==> config.mk <==
export PLATFORM = sky130hd
export DESIGN_NAME = software_timer_event_table
export DESIGN_NICKNAME = d
export VERILOG_FILES = /design/src/hw/rtl/swtmr_pkg.sv /design/src/hw/rtl/software_timer_event_table.sv /design/src/hw/rtl/swtmr_cell.sv
export SDC_FILE = /design/constraint.sdc
export NUM_CORES = 1
export LEC_CHECK = 0
export BUFFER_PORTS_ARGS = -buffer_cell sky130_fd_sc_hd__buf_2
export CORE_MARGIN = 2
export CORE_UTILIZATION = 50
export DETAILED_ROUTE_END_ITERATION = 10
export PLACE_DENSITY = 0.76
export SETUP_SLACK_MARGIN = 0.5
export SYNTH_ARGS = -nofsm -noshare
export SYNTH_HDL_FRONTEND = slang
export SYNTH_SLANG_ARGS = --single-unit
export TNS_END_PERCENT = 50
==> constraint.sdc <==
create_clock -name clk -period 3.9 [get_ports clk]
set_clock_uncertainty 0.05 [all_clocks]
set_input_delay 0.585 -clock clk [delete_from_list [all_inputs] [get_ports clk]]
set_output_delay 0.585 -clock clk [all_outputs]
set_load 0.02 [all_outputs]
==> src/hw/rtl/swtmr_pkg.sv <==
package swtmr_pkg;

  // Table size and field widths
  localparam int SLOTS   = 16;
  localparam int SLOT_W  = 4;
  localparam int DELAY_W = 24;
  localparam int TAG_W   = 8;
  localparam int KIND_W  = 2;

  // Input operation, carried on tuser
  typedef enum logic {
    OP_ADD  = 1'b0,
    OP_TICK = 1'b1
  } op_t;

  // Result kind, carried on tuser
  typedef enum logic [KIND_W-1:0] {
    KIND_ACCEPT = 2'd0,
    KIND_FULL   = 2'd1,
    KIND_FIRE   = 2'd2
  } kind_t;

  // Sequencer states
  typedef enum logic [2:0] {
    ST_IDLE,
    ST_ADD,
    ST_ADD_RES,
    ST_CHECK,
    ST_SCAN
  } state_t;

  // Free-slot search token, walks from slot 0 upward
  typedef struct packed {
    logic              valid;
    logic              claimed;
    logic [SLOT_W-1:0] slot;
  } tok_t;

  // Broadcast controls from the sequencer to every cell
  typedef struct packed {
    logic tick;   // decrement pending counts
    logic grant;  // output stage can take a word
  } cell_ctl_t;

  // Fire request from the cell holding the scan token
  typedef struct packed {
    logic              req;
    logic [SLOT_W-1:0] slot;
    logic [TAG_W-1:0]  tag;
    logic              last;
  } fire_t;

endpackage

==> src/hw/rtl/software_timer_event_table.sv <==
// Channel | dir | tdata (low bit up)              | tuser       | tlast
// s_*     | in  | delay[23:0], tag[31:24]          | op (0 add)  | -
// m_*     | out | slot[3:0], event_tag[11:4], 0s   | kind[1:0]   | last result of item
//
// An add walks a search token up the slot chain, from slot 0 upward, to its result word.
// A tick decrements all pending slots together as it is taken, then the sequencer checks for due slots.
// If any slot is due, a scan token walks down the chain,
// giving one fire word per due slot, highest slot first.
// Output stalls hold the scan token in the firing cell; a new word is taken
// only when the sequencer is idle. Reset clears all slots.
module software_timer_event_table import swtmr_pkg::*; (
  input  logic        clk,
  input  logic        rst,
  input  logic        s_tvalid,
  output logic        s_tready,
  input  logic [31:0] s_tdata,   // delay[23:0], tag[31:24]
  input  logic        s_tuser,   // op
  output logic        m_tvalid,
  input  logic        m_tready,
  output logic [15:0] m_tdata,   // slot[3:0], event_tag[11:4], zero fill
  output logic [1:0]  m_tuser,   // kind
  output logic        m_tlast
);

  state_t state, state_next;

  logic               in_acc;
  op_t                op;
  logic               out_free;
  logic               tok_start;
  logic               scan_start;
  logic               res_load;
  logic               fire_load;
  logic               any_due;

  logic [DELAY_W-1:0] hold_delay;
  logic [TAG_W-1:0]   hold_tag;
  logic               claimed_r;
  logic [SLOT_W-1:0]  slot_r;

  tok_t               tok_c [SLOTS+1];
  logic [SLOTS:0]     tok_v;
  logic [SLOTS:0]     scan_c;
  logic [SLOTS:0]     due_c;
  fire_t              fire_c [SLOTS];
  fire_t              fire_any;
  cell_ctl_t          ctl;

  logic [SLOT_W-1:0]  out_slot;
  logic [TAG_W-1:0]   out_tag;

  assign op       = op_t'(s_tuser);
  assign in_acc   = s_tvalid && s_tready;
  assign out_free = !m_tvalid || m_tready;
  assign any_due  = due_c[SLOTS];

  // Next state
  always_comb begin
    state_next = state;
    case (state)
      ST_IDLE: begin
        if (in_acc) begin
          state_next = (op == OP_ADD) ? ST_ADD : ST_CHECK;
        end
      end
      ST_ADD: begin
        if (tok_c[SLOTS].valid) begin
          state_next = ST_ADD_RES;
        end
      end
      ST_ADD_RES: begin
        if (out_free) begin
          state_next = (claimed_r && any_due) ? ST_SCAN : ST_IDLE;
        end
      end
      ST_CHECK: begin
        state_next = any_due ? ST_SCAN : ST_IDLE;
      end
      ST_SCAN: begin
        if (scan_c[0]) begin
          state_next = ST_IDLE;
        end
      end
      default: state_next = ST_IDLE;
    endcase
  end

  // Sequencer outputs
  always_comb begin
    s_tready   = 1'b0;
    tok_start  = 1'b0;
    scan_start = 1'b0;
    res_load   = 1'b0;
    fire_load  = 1'b0;
    case (state)
      ST_IDLE: begin
        s_tready  = 1'b1;
        tok_start = s_tvalid && (op == OP_ADD);
      end
      ST_ADD_RES: begin
        res_load   = out_free;
        scan_start = out_free && claimed_r && any_due;
      end
      ST_CHECK: begin
        scan_start = any_due;
      end
      ST_SCAN: begin
        fire_load = fire_any.req && out_free;
      end
      default: begin
        s_tready = 1'b0;
      end
    endcase
  end

  always_ff @(posedge clk) begin
    if (rst) begin
      state <= ST_IDLE;
    end else begin
      state <= state_next;
    end
  end

  // Add operands and search outcome
  always_ff @(posedge clk) begin
    if (in_acc) begin
      hold_delay <= s_tdata[DELAY_W-1:0];
      hold_tag   <= s_tdata[DELAY_W+TAG_W-1:DELAY_W];
    end
    if (tok_c[SLOTS].valid) begin
      claimed_r <= tok_c[SLOTS].claimed;
      slot_r    <= tok_c[SLOTS].slot;
    end
  end

  // Chain ends
  assign tok_c[0]      = '{valid: tok_start, claimed: 1'b0, slot: '0};
  assign scan_c[SLOTS] = scan_start;
  assign due_c[0]      = 1'b0;
  assign ctl           = '{tick: in_acc && (op == OP_TICK), grant: out_free};

  // Slot chain
  for (genvar i = 0; i < SLOTS; i++) begin : g_cell
    swtmr_cell u_cell (
      .clk           (clk),
      .rst           (rst),
      .idx           (SLOT_W'(i)),
      .ctl           (ctl),
      .add_delay     (hold_delay),
      .add_tag       (hold_tag),
      .tok_in        (tok_c[i]),
      .tok_out       (tok_c[i+1]),
      .scan_in       (scan_c[i+1]),
      .scan_out      (scan_c[i]),
      .due_below_in  (due_c[i]),
      .due_below_out (due_c[i+1]),
      .fire          (fire_c[i])
    );
  end

  // Gather the fire word (only the scan holder drives nonzero)
  always_comb begin
    fire_any = '0;
    for (int i = 0; i < SLOTS; i++) begin
      fire_any.req  = fire_any.req  | fire_c[i].req;
      fire_any.slot = fire_any.slot | fire_c[i].slot;
      fire_any.tag  = fire_any.tag  | fire_c[i].tag;
      fire_any.last = fire_any.last | fire_c[i].last;
    end
    for (int i = 0; i <= SLOTS; i++) begin
      tok_v[i] = tok_c[i].valid;
    end
  end

  // Output register
  assign m_tdata = {4'b0, out_tag, out_slot};

  always_ff @(posedge clk) begin
    if (rst) begin
      m_tvalid <= 1'b0;
    end else if (res_load || fire_load) begin
      m_tvalid <= 1'b1;
    end else if (m_tready) begin
      m_tvalid <= 1'b0;
    end
  end

  always_ff @(posedge clk) begin
    if (res_load) begin
      m_tuser  <= claimed_r ? KIND_ACCEPT : KIND_FULL;
      out_slot <= claimed_r ? slot_r : '0;
      out_tag  <= hold_tag;
      m_tlast  <= !(claimed_r && any_due);
    end else if (fire_load) begin
      m_tuser  <= KIND_FIRE;
      out_slot <= fire_any.slot;
      out_tag  <= fire_any.tag;
      m_tlast  <= fire_any.last;
    end
  end

  // Checks
  a_scan_single: assert property (@(posedge clk) disable iff (rst)
    $onehot0(scan_c))
    else $error("more than one scan token in the slot chain");

  a_tok_single: assert property (@(posedge clk) disable iff (rst)
    $onehot0(tok_v))
    else $error("more than one search token in the slot chain");

  a_fire_in_scan: assert property (@(posedge clk) disable iff (rst)
    fire_any.req |-> (state == ST_SCAN))
    else $error("fire request outside a scan");

  a_busy_after_take: assert property (@(posedge clk) disable iff (rst)
    in_acc |=> !s_tready)
    else $error("new word taken before the previous one finished");

  a_full_last: assert property (@(posedge clk) disable iff (rst)
    (res_load && !claimed_r) |=> (m_tlast && (m_tuser == KIND_FULL)))
    else $error("table-full result not closing its item");

endmodule

==> src/hw/rtl/swtmr_cell.sv <==
module swtmr_cell import swtmr_pkg::*; (
  input  logic               clk,
  input  logic               rst,
  input  logic [SLOT_W-1:0]  idx,
  input  cell_ctl_t          ctl,
  input  logic [DELAY_W-1:0] add_delay,
  input  logic [TAG_W-1:0]   add_tag,
  input  tok_t               tok_in,
  output tok_t               tok_out,
  input  logic               scan_in,
  output logic               scan_out,
  input  logic               due_below_in,
  output logic               due_below_out,
  output fire_t              fire
);

  logic               valid;
  logic [DELAY_W-1:0] remaining;
  logic [TAG_W-1:0]   tag_r;
  tok_t               tok;
  logic               scan;

  logic due;
  logic claim;
  logic hold;
  logic fire_go;

  // Slot state decode
  assign due     = valid && (remaining[DELAY_W-1:1] == '0);
  assign claim   = tok.valid && !tok.claimed && !valid;
  assign hold    = scan && due && !ctl.grant;
  assign fire_go = scan && due && ctl.grant;

  // Token passes on, marked if this slot took the add
  always_comb begin
    tok_out = tok;
    if (claim) begin
      tok_out.claimed = 1'b1;
      tok_out.slot    = idx;
    end
  end

  // Scan token waits here while a due slot cannot be reported
  assign scan_out      = scan && !hold;
  assign due_below_out = due || due_below_in;

  // Fire word for the output stage
  always_comb begin
    fire.req  = scan && due;
    fire.slot = fire.req ? idx : '0;
    fire.tag  = fire.req ? tag_r : '0;
    fire.last = fire.req && !due_below_in;
  end

  // Control state
  always_ff @(posedge clk) begin
    if (rst) begin
      valid <= 1'b0;
      tok   <= '0;
      scan  <= 1'b0;
    end else begin
      tok  <= tok_in;
      scan <= hold ? 1'b1 : scan_in;
      if (claim) begin
        valid <= 1'b1;
      end else if (fire_go) begin
        valid <= 1'b0;
      end
    end
  end

  // Slot payload
  always_ff @(posedge clk) begin
    if (claim) begin
      remaining <= add_delay;
      tag_r     <= add_tag;
    end else if (ctl.tick && valid && (remaining != '0)) begin
      remaining <= remaining - DELAY_W'(1);
    end
  end

endmodule
==> impl_metrics.tcl <==
set metrics [dict create \
    aggregate_routed_wire_length_um 87130 \
    period_needed_ns 3.310 \
    layout_worst_path_cycle_share_pct 84.86 \
    clk_latency_ns 0.64 \
    syn2layout_area_growth_pct 11.35 \
    maxSlewHeadroom_pct 16.00 \
    synth-warning-count 0 \
    vertical_extent_of_the_die_um 260.1 \
    setup.reg_to_reg.worst_slack_ns 0.59 \
    p_int_uw 11900 \
    final.setup.tns_ns 0 \
    worstSetupStartpointType "flop" \
    finalWeightedCongestion 0.8908 \
    placed_cells_incl_taps 3982 \
    place.port_buffers 53 \
    tritoncts "built" \
    clockPowerShare_pct 44.8 \
    power.static_leakage_uw 0.01106 \
    synthesis.area_per_instance_um2 10.37 \
    final-hold-violation-count 0 \
    path_max_fanout 15 \
    post_layout_nonfiller_instances 4113 \
    ys_dominant_reg_cell "edfxtp_1" \
    worst-endpoint-required_ns 4.17 \
    timing.final.setup_violations 0 \
    layout_fillers 5364 \
    cpMaxStageDelayCell "or4_4" \
    design_area_mm2 0.03652 \
    fp.dieArea_mm2 0.06766 \
    post_drt_via_cell_ratio 5.923 \
    cts.sink_count 676 \
    vdd_ir_drop_max_uv 450.8 \
    die_width_um 260.1 \
    async_flop_share_pct 0 \
    synth.lib_cells_used.distinct 67 \
    tritoncts.num_buffers 71 \
    ys_seq_area_share_pct 58.47 \
    grt_use_total_pct 25.73 \
    min_path_type "in2reg" \
    share_comb_of_total_power_pct 3.3 \
    clkTransAtPathRegs_ns 0.06 \
    synthCells 3164 \
    fp.coreArea_mm2 0.06470 \
    drc_errors_left 0 \
    synth.ff_latch_count 676 \
    sw_frac_of_total_pct 22.67 \
    n_antenna_cell 0 \
    drt_iter0_markers 2453 \
    power.density_mw_per_mm2 421.5 \
    routed_wire_length_per_instance_um 21.18 \
    placed_cell_area_mm2 0.03413 \
    worst_slew_pin_slew_ns 1.260 \
    place.detailed.hpwl_um 55340 \
    path_common_cell "or4_4" \
    design.portCount 58 \
    cap_viol_max_count 0 \
    cts_setup_buffers 0 \
    fmax_mhz 302.1 \
    grt_start_max_net_pins 64 \
    synth_enable_flop_cells 564 \
    drive_above_1_share_pct 8.963 \
    num_vias 24360 \
    initial_utilization_pct 50.70 \
    rsz0062_at_grt "yes" \
    critPathCaptureType "flop" \
    antenna_viol_nets_final 0 \
    clk_path_buf_depth 3 \
    slew_viol_final 0 \
    drt-pass1-iter-count 6 \
    grt.overflow.total 0 \
    synthesized_area_mm2 0.03280 \
    grt_first_pass_wirelength_um 133100 \
    antenna_found_initial 0 \
    vias_in_the_first_global_route 22870 \
    cts_root_buffer "clkbuf_16" \
    floorplan.rows 93 \
    final_nets 3253 \
    timing_worst_setup_path_type "reg2reg" \
    ctsHtreeMaxLevel 3 \
    run_status "complete, no violations" \
    design_power_total_uw 15390 \
    worstPathCellList "or4_4, or4_4, or4_4, nor2_4, or3_2, o311ai_1, o21ai_2, buf_6" \
    p_switching_uw 3489 \
    final_standard_cell_utilization_of_the_core_pct 56.45 \
    cpPeakStageDelay_ns 0.63 \
    power.share.sequential_pct 51.8 \
    cp.arrival_ns 3.58 \
]
[metal layers]
layer  global-route usage [%]  vias up  part of all wire, %
met5                        0        -                    0
met4                    11.08        0                  4.1
met3                    4.444      194                  8.7
met2                    41.95     1015                   47
met1                    33.95    11710                   40
li1                         -    11440                    -
[power groups by stage]
stage | clock [uW] | combinational, uW | sequential, uW
4_1_cts | 6960 | 506 | 7980
3_3_place_gp | 0 | 497 | 8130
5_1_grt | 7240 | 531 | 7980
2_1_floorplan | 0 | 255 | 8070
3_5_place_dp | 0 | 503 | 8130
6_report | 6900 | 516 | 7980
[what timing repair did]
| action | 4_1_cts | 5_1_grt |
|---|---|---|
| gates resized for setup | 0 | 4 |
| hold buffers | 0 | 0 |
| endpoints found under the setup margin | 0 | 48 |
[through the flow]
stage	hold slack, ns	setup slack, ns
2_1_floorplan	0.3557	0.5656
3_3_place_gp	0.3787	0.6142
3_5_place_dp	0.3768	0.5670
4_1_cts	0.04702	0.5407
5_1_grt	0.05194	0.4383
6_report	0.07113	0.5903
[Yosys cell counts, drive strengths merged, types with 58 or more instances]
cell    instances  area (um2)
a21oi          79       395.4
clkbuf        147       581.8
dfxtp         112        2242
edfxtp        564       16940
inv            58       217.7
nand2         494        1854
nor2          329        1242
nor3          122       610.6
nor4          118       778.2
o21ai         337        1687
xnor2         237        2076
xor2           86       753.2
[registers in the layout, indices dropped and copies added, names as in the netlist]
register                 flops
g_cell.u_cell.valid         16
out_slot                     4
state                        3
claimed_r                    1
out_tag                      8
g_cell.u_cell.tok           60
m_tlast                      1
slot_r                       4
hold_tag                     8
g_cell.u_cell.remaining    384
m_tuser                      2
hold_delay                  24
m_tvalid                     1
g_cell.u_cell.scan          16
g_cell.u_cell.tag_r        128
g_cell.u_cell.tok_out       16
[worst max-delay path: cells and delay by family (launching register included)]
kind                   cells  cell delay [ns]
AO/OA/AOI/OAI              2             0.32
buffers and inverters      1             0.24
flip-flops                 1             0.42
AND/OR/NAND/NOR            5             1.95
[cell type report]
class | instances | area (um2) | area share, %
inverter | 63 | 236.5 | 0.6475
timing repair buffer | 137 | 918.4 | 2.515
clock buffer | 93 | 1951 | 5.341
clock inverter | 38 | 422.9 | 1.158
tap | 855 | 1070 | 2.929
sequential | 676 | 19180 | 52.51
multi-input combinational | 2251 | 12740 | 34.89
[layout by cell type (no fill, tap or decap), types with 15 or more instances in the layout]
cell       count
nor3_1       121
nand2_1      494
o21ai_0      336
clkinv_1      15
buf_4         82
clkbuf_16     72
nor2_1       328
nor4_1       107
nor2b_1       19
buf_2         52
inv_1         57
a21oi_1       79
xor2_1        86
a31oi_1       29
or3_1         38
nand4_1       24
xnor2_1      237
ha_1          16
nor3b_1       21
nand2b_1      33
edfxtp_1     564
nand3_1       43
a22oi_1       26
or4_1         41
dfxtp_1      112
[cell families after synthesis]
family,share of synthesized area (%)
AO/OA/AOI/OAI,9.587
XOR/XNOR,8.625
adder cells (fa/ha/maj),0.6104
buffers and inverters,2.945
flip-flops,58.47
multiplexers,0.1297
other,0.01143
AND/OR/NAND/NOR,19.62
[worst paths after layout]
kind	end	cells after the start	from
setup / recovery	out_tag[6]$_DFFE_PP_	8	g_cell[9].u_cell.remaining[9]$_DFFE_PP_
hold / removal	hold_delay[3]$_DFFE_PP_	1	s_tdata[3]
setup reg to reg	out_tag[6]$_DFFE_PP_	8	g_cell[9].u_cell.remaining[9]$_DFFE_PP_
hold reg to reg	g_cell[8].u_cell.tok[0]$_SDFF_PP0_	2	g_cell[7].u_cell.tok[0]$_SDFF_PP0_
No activity file was read; power rests on OpenSTA's default activity.
